## config.mk

```make
export PLATFORM = sky130hd
export DESIGN_NAME = rbh_ctrl
export DESIGN_NICKNAME = d
export VERILOG_FILES = /design/src/rbh_pkg.sv /design/src/rbh_ctrl.sv
export VERILOG_INCLUDE_DIRS = /design/src /design/src/src
export SDC_FILE = /design/constraint.sdc
export NUM_CORES = 1
export LEC_CHECK = 0
export ABC_AREA = 1
export BUFFER_PORTS_ARGS = -buffer_cell sky130_fd_sc_hd__buf_4
export CORE_MARGIN = 2
export CORE_UTILIZATION = 40
export CTS_BUF_LIST = sky130_fd_sc_hd__clkbuf_4 sky130_fd_sc_hd__clkbuf_8 sky130_fd_sc_hd__clkbuf_16
export CTS_CLUSTER_SIZE = 8
export DETAILED_ROUTE_END_ITERATION = 10
export HOLD_SLACK_MARGIN = 0.03
export SLEW_MARGIN = 20
export SYNTH_ARGS = -nofsm -noshare
export SYNTH_HDL_FRONTEND = slang
export SYNTH_SLANG_ARGS = --single-unit
```

## constraint.sdc

```tcl
create_clock -name i_clk -period 1.25 [get_ports i_clk]
set_input_delay 0.0625 -clock i_clk [delete_from_list [all_inputs] [get_ports i_clk]]
set_output_delay 0.0625 -clock i_clk [all_outputs]
set_load 0.01 [all_outputs]
```

## src/ray_box_nearest_hit_core_macros.svh

```systemverilog
// ----------------------------------------------------------------------------
// ray_box_nearest_hit_core_macros
// Assertion macros used by the block's sequencer (rbh_ctrl).
// ----------------------------------------------------------------------------
`ifndef RAY_BOX_NEAREST_HIT_CORE_MACROS_SVH
`define RAY_BOX_NEAREST_HIT_CORE_MACROS_SVH

// Implication checked at every clock edge outside reset.
`define RBH_ASSERT_IMPL(label, clk, rst_n, ante, cons, msg) \
    label: assert property (@(posedge clk) disable iff (!rst_n) (ante) |-> (cons)) \
        else $error(msg);

// Implication whose consequent is checked at the clock edge after the antecedent.
`define RBH_ASSERT_NEXT(label, clk, rst_n, ante, cons, msg) \
    label: assert property (@(posedge clk) disable iff (!rst_n) (ante) |=> (cons)) \
        else $error(msg);

`endif

```

## src/rbh_pkg.sv

```systemverilog
// ----------------------------------------------------------------------------
// rbh_pkg
// Shared types for the ray / box nearest hit block.
// ----------------------------------------------------------------------------
package rbh_pkg;

    localparam int unsigned IN_DATA_W  = 256;
    localparam int unsigned OUT_DATA_W = 163;

    // Commands from the controller to the datapath.
    typedef struct packed {
        logic load_ray;     // capture the ray, clear the best hit
        logic load_box;     // capture box bounds and entity
        logic div_start;    // start one division
        logic div_second;   // 0: minimum bound, 1: maximum bound
        logic axis_finish;  // fold the axis result into tmin/tmax
        logic box_finish;   // update the best hit
        logic mul_start;    // start one hit point product
        logic mul_store;    // store one hit point coordinate
        logic emit;         // load the output register
        logic [1:0] axis;
    } t_cmd;

    // Status from the datapath to the controller.
    typedef struct packed {
        logic div_busy;
        logic axis_skip;    // zero direction on this axis
        logic axis_miss;    // containment miss on this axis
        logic slab_miss;    // tmin beyond tmax
    } t_status;

endpackage

```

## src/rbh_ctrl.sv

```systemverilog
// ----------------------------------------------------------------------------
// rbh_ctrl
// Sequencer: two divisions per axis with a nonzero direction, then best hit update and, for a final box, hit point.
// ----------------------------------------------------------------------------
module rbh_ctrl (
    input  logic             i_clk,
    input  logic             i_rst_n,
    input  logic             i_in_fire,
    input  logic             i_kind,
    input  logic             i_last,
    input  logic             i_out_free,
    input  rbh_pkg::t_status i_status,
    output rbh_pkg::t_cmd    o_cmd,
    output logic             o_ready,
    output logic             o_emit
);
    import rbh_pkg::*;
    `include "ray_box_nearest_hit_core_macros.svh"

    typedef enum logic [9:0] {
        S_IDLE  = 10'b0000000001,
        S_AXIS  = 10'b0000000010,
        S_DIV1  = 10'b0000000100,
        S_DIV2  = 10'b0000001000,
        S_FOLD  = 10'b0000010000,
        S_BEST  = 10'b0000100000,
        S_MUL   = 10'b0001000000,
        S_STORE = 10'b0010000000,
        S_EMIT  = 10'b0100000000,
        S_WAIT  = 10'b1000000000
    } t_state;

    t_state     r_state, n_state;
    logic [1:0] r_axis, n_axis;
    logic       r_last, n_last;
    logic       r_dead, n_dead;

    always_comb begin
        n_state = r_state;
        n_axis  = r_axis;
        n_last  = r_last;
        n_dead  = r_dead;
        o_cmd   = '0;
        o_cmd.axis = r_axis;
        o_emit  = 1'b0;
        unique case (r_state)
            S_IDLE: begin
                if (i_in_fire) begin
                    if (!i_kind) begin
                        o_cmd.load_ray = 1'b1;
                    end else begin
                        o_cmd.load_box = 1'b1;
                        n_last  = i_last;
                        n_axis  = 2'd0;
                        n_dead  = 1'b0;
                        n_state = S_AXIS;
                    end
                end
            end
            S_AXIS: begin
                if (r_axis == 2'd3 || r_dead) begin
                    n_state = S_BEST;
                end else if (i_status.axis_skip) begin
                    if (i_status.axis_miss) n_dead = 1'b1;
                    n_axis = r_axis + 2'd1;
                end else begin
                    o_cmd.div_start = 1'b1;
                    n_state = S_DIV1;
                end
            end
            S_DIV1: begin
                if (!i_status.div_busy) begin
                    o_cmd.div_start  = 1'b1;
                    o_cmd.div_second = 1'b1;
                    n_state = S_DIV2;
                end
            end
            S_DIV2: begin
                if (!i_status.div_busy) n_state = S_FOLD;
            end
            S_FOLD: begin
                o_cmd.axis_finish = 1'b1;
                n_axis  = r_axis + 2'd1;
                n_state = S_AXIS;
            end
            S_BEST: begin
                if (!r_dead && i_status.slab_miss) n_dead = 1'b1;
                o_cmd.box_finish = !r_dead;
                n_axis  = 2'd1;
                n_state = r_last ? S_MUL : S_IDLE;
            end
            S_MUL: begin
                o_cmd.axis      = r_axis - 2'd1;
                o_cmd.mul_start = 1'b1;
                n_state = S_STORE;
            end
            S_STORE: begin
                o_cmd.axis      = r_axis - 2'd1;
                o_cmd.mul_store = 1'b1;
                n_axis  = r_axis + 2'd1;
                n_state = (r_axis == 2'd3) ? S_EMIT : S_MUL;
            end
            S_EMIT: begin
                if (i_out_free) begin
                    o_cmd.emit = 1'b1;
                    o_emit  = 1'b1;
                    n_state = S_IDLE;
                end
            end
            default: n_state = S_IDLE;
        endcase
    end

    always_ff @(posedge i_clk) begin
        if (!i_rst_n) begin
            r_state <= S_IDLE;
            r_axis  <= '0;
            r_last  <= 1'b0;
            r_dead  <= 1'b0;
        end else begin
            r_state <= n_state;
            r_axis  <= n_axis;
            r_last  <= n_last;
            r_dead  <= n_dead;
        end
    end

    assign o_ready = (r_state == S_IDLE);

    `RBH_ASSERT_IMPL(a_emit_free, i_clk, i_rst_n, o_emit, i_out_free,
                     "emit while output register is full")
    `RBH_ASSERT_NEXT(a_box_starts, i_clk, i_rst_n, i_in_fire && i_kind, r_state == S_AXIS,
                     "box transaction did not start the axis loop")
    `RBH_ASSERT_IMPL(a_no_accept_busy, i_clk, i_rst_n, i_in_fire, r_state == S_IDLE,
                     "transaction accepted while busy")
endmodule

```

==> impl_summary.md <==
Outcome
The run finished, with violations left. The checks that failed: setup timing.

Worst setup path
The launch point of the worst reg-to-reg path is r_state[3]. The critical path's most frequent cell is sky130_fd_sc_hd__buf_4. At the worst endpoint, the required time is ~1.2 ns.

The signal on the critical path passes through nor2_4 > buf_4 > nand2_4 > nor2_8 > nand3_2 > buf_6 > o22ai_2 > buf_4. The arrival time of data at the critical path endpoint is about 1.5 ns. The nature of the critical path startpoint is a flip-flop.

The endpoint of the worst setup timing path is o_cmd[8]. In this run the worst setup path begins at r_state[3]. The destination of the worst register-to-register timing path is r_state[1]. For the worst flop-to-flop path, the logic depth is 12. STA classifies the critical path endpoint as an output port. The worst-case register-to-register setup slack is -0.30 ns. The delay contributed by the slowest stage of the critical path is 0.34 ns. The cell with the largest stage delay on the worst path is sky130_fd_sc_hd__dfxtp_2. In this run the worst path has a maximum fanout of 3.

The type of the worst setup path is reg2out.

Pwr
Of the total power, the share spent switching nets is 48.4%. The share of total power in combinational logic is 76.7%. Summed over all nets, the switching power comes to ~2 mW.

The internal cell power is about 2.1 mW. Summed over all cells, the static leakage comes to about 0.95 nW. In this run, flip-flops and latches consume 15.9% of the power. The clock network accounts for about 7.5% of the total power. The total power per unit cell area is between 2000 and 2500 nW/um2.

VDD sags by at most between 2000 and 2500 uV.

Die
The floorplan has 18 rows. The floorplan step set the die height to around 55 um. The total I/O pin count is 23. The die is ~55 um wide. The floorplan step defined a die boundary enclosing around 3000 um2. The effective utilization at floorplan is a little over two fifths. The core footprint is ~2500 um2.

Timing
Setup repair after global routing could not meet its margin everywhere. Setup violations remaining at the end of the flow were counted as 26. Measured against its own limit, the worst slew margin works out to approximately 83%. Clock skew on the completed layout was measured at 0.00399 ns. For the pin with the worst max-slew slack, the measured transition is approximately 0.26 ns. The count of pins over their slew limit is 0. The maximum operating frequency is approximately 0.63 GHz. The final worst setup slack is -0.348 ns. The fraction of the cycle the final worst path needs is 128%. For the final routed database, the setup TNS stands at -6.38 ns. The minimum period implied by the final worst setup slack is around 1.6 ns. Hold timing on the final database bottoms out at a slack of 0.0654 ns. The final hold violation count was 0.

Global routing
The first global-routing pass estimated 4740 um of wire. The pin count of the biggest net entering global routing is 12. In the global route stage, overall resource usage came out at between 20 and 25%. The sum of overflow across all layers after global routing is 0. The via count of the first global-routing pass was between 1k and 1.5k.

The initial antenna violation count is 0.

Cells and area
The number of antenna cells inserted is 0. Cells with a size suffix above 1 make up between 50 and 60% of the layout. From synthesis to final layout, the design area changed by 71.7%. The layout net count is approximately 240. The final instance area is approximately 1800 um2. The finished layout holds about 260 standard cells, fillers aside. At the end of the flow the core is filled with cells to 72.3%.

Synthesis
The area share of the largest cell type after synthesis is about a quarter. The largest area contributor in the synthesized netlist is sky130_fd_sc_hd__dfxtp_1. Counting instances in the post-synthesis netlist gives the leading cell types as sky130_fd_sc_hd__nand2_1, sky130_fd_sc_hd__inv_1, sky130_fd_sc_hd__nor2_1. The count of yosys warnings during synthesis is 0. The register area share after synthesis is about a quarter.

By area the synthesized netlist is led by sky130_fd_sc_hd__dfxtp_1, sky130_fd_sc_hd__nand2_1, sky130_fd_sc_hd__inv_1, sky130_fd_sc_hd__nor2_1, sky130_fd_sc_hd__nor2_2. In the post-synthesis netlist, the cell with the most instances is sky130_fd_sc_hd__nand2_1. The share of synthesized flip-flops with an asynchronous set or reset is 0%. The number of enable-type register cells in the synthesized netlist is 0. Each instance of the synthesized netlist takes up on average 6.19 um2. Counting distinct cell types in the post-synthesis netlist gives 27. When the netlist entered floorplanning its net count stood at 178.

The cell area after synthesis is slightly above 1000 um2. The register bit count reported by yosys is 13. The most used flip-flop cell after synthesis is sky130_fd_sc_hd__dfxtp_1.

In the synthesized netlist, the number of instances is roughly 170.

Clocking
The sink count of the clock tree is 13. The maximum clock path buffer count is 2. In this run the number of H-tree levels came out at 1. The number of CTS-inserted buffers is 3. The clock root buffer is sky130_fd_sc_hd__clkbuf_4. The clock transition at the registers of the reported paths is approximately 0.090 ns.

Clock latency on the worst-skew pair, taken at its later pin, is between 0.2 and 0.3 ns. The CTS tree is built.

Route
The final route contains around 1.2k vias. In the routed design, unresolved DRC markers number 0. The DRC marker count from the first detailed-route iteration is 27. Using the TritonRoute via totals, the vias-per-cell ratio works out to between 4 and 5. The count of nets left with antenna violations after detail routing is 0. The average routed wire per standard cell is around 12 um. Wires add up to between 3000 and 4000 um. Before antenna repair, the detailed router went through 4 iterations.

Worst hold path
Counting instances, the worst hold path has a depth of 3. The class of the tightest hold or removal check is in2reg.

Place
The number of placed instances, taps included, is about 240. The placer congestion estimate is 0.823. In this run the cell area measured after placement is 1440 um2. The count of port buffers added during placement is 22. The detailed placer's ending HPWL is ~2000 um.

Job
The max capacitance violation total is 0.
final cells by class:
class,count,area (um2)
Clock buffer,4,30.0
Multi-Input combinational cell,116,773
Sequential cell,13,273
Inverter,36,148
Tap cell,30,37.5
Fill cell,201,681
Timing Repair Buffer,63,513
per-layer routing:
metal	share of wire, %	wire [um]	track usage, %	vias up
met5	0	0	0	-
met4	1.4	42	10.4	0
met3	4.0	122	4.37	5
met2	53	1620	39.5	32
met1	42	1270	26.7	558
li1	-	-	-	636
worst min-delay path by stage:
stage	startpoint	endpoint	slack (ns)
after CTS	i_rst_n	r_dead	0.08
after floorplan	i_kind	o_cmd[10]	0.17
after detailed placement	i_last	r_last	0.30
final	i_rst_n	r_state[3]	0.07
after global routing	i_rst_n	r_state[8]	0.07
after global placement	i_last	r_last	0.29
placed cells by master (no fill, tap or decap), drive strengths merged:
| master | count |
|---|---|
| buf | 62 |
| nand2 | 49 |
| nor2 | 40 |
| inv | 35 |
| dfxtp | 13 |
| nand3 | 10 |
| clkbuf | 4 |
| nand4 | 3 |
| o21ai | 3 |
| a21oi | 2 |
| nor3 | 2 |
| o22ai | 2 |
| clkinv | 1 |
| xor2 | 1 |
| nor4 | 1 |
| o211ai | 1 |
| nand3b | 1 |
| ha | 1 |
| dlygate4sd3 | 1 |
worst max-delay path, delay by kind of cell, from the launching register on:
family                 cells  cell delay [ns]
DFF                        1             0.34
and+or+nand+nor            4             0.43
AOI/OAI and AO/OA          1             0.07
buffers and inverters      3             0.39
power by group through the flow:
| stage | combinational (mW) | sequential (mW) | clock, mW |
|---|---|---|---|
| after detailed placement | 2.38 | 0.630 | 0 |
| final | 3.14 | 0.649 | 0.307 |
| after CTS | 2.84 | 0.635 | 0.305 |
| after floorplan | 1.67 | 0.628 | 0 |
| after global routing | 3.44 | 0.660 | 0.331 |
| after global placement | 2.37 | 0.627 | 0 |
cells by family after synthesis:
| family | count (synthesis) | synth area share [%] |
|---|---|---|
| adders and majority gates | 1 | 1.21 |
| DFF | 13 | 25.2 |
| xor gates and xnor gates | 1 | 0.848 |
| AOI/OAI and AO/OA | 8 | 4.36 |
| and+or+nand+nor | 106 | 52.3 |
| buffers and inverters | 38 | 16.1 |
repair_timing:
action / CTS / global route
pin swaps: 12 / 14
setup endpoints to repair: 24 / 26
hold buffers: 1 / 0
gates resized for setup: 30 / 25
buffers inserted: 12 / 4
endpoints found under the hold margin: 1 / 0
gates cloned: 0 / 0
metrics by stage:
step / worst slack, ns / power [mW]
final: -0.348 / 4.10
after global routing: -0.471 / 4.43
after CTS: -0.292 / 3.78
after detailed placement: -0.118 / 3.01
after global placement: -0.104 / 2.99
after floorplan: -0.00282 / 2.30
sequential cells by signal, indices dropped and copies added, names as in the netlist:
name and flops:
r_last 1, r_dead 1, r_axis 2, r_state 9
No activity file was read; power rests on OpenSTA's default activity.
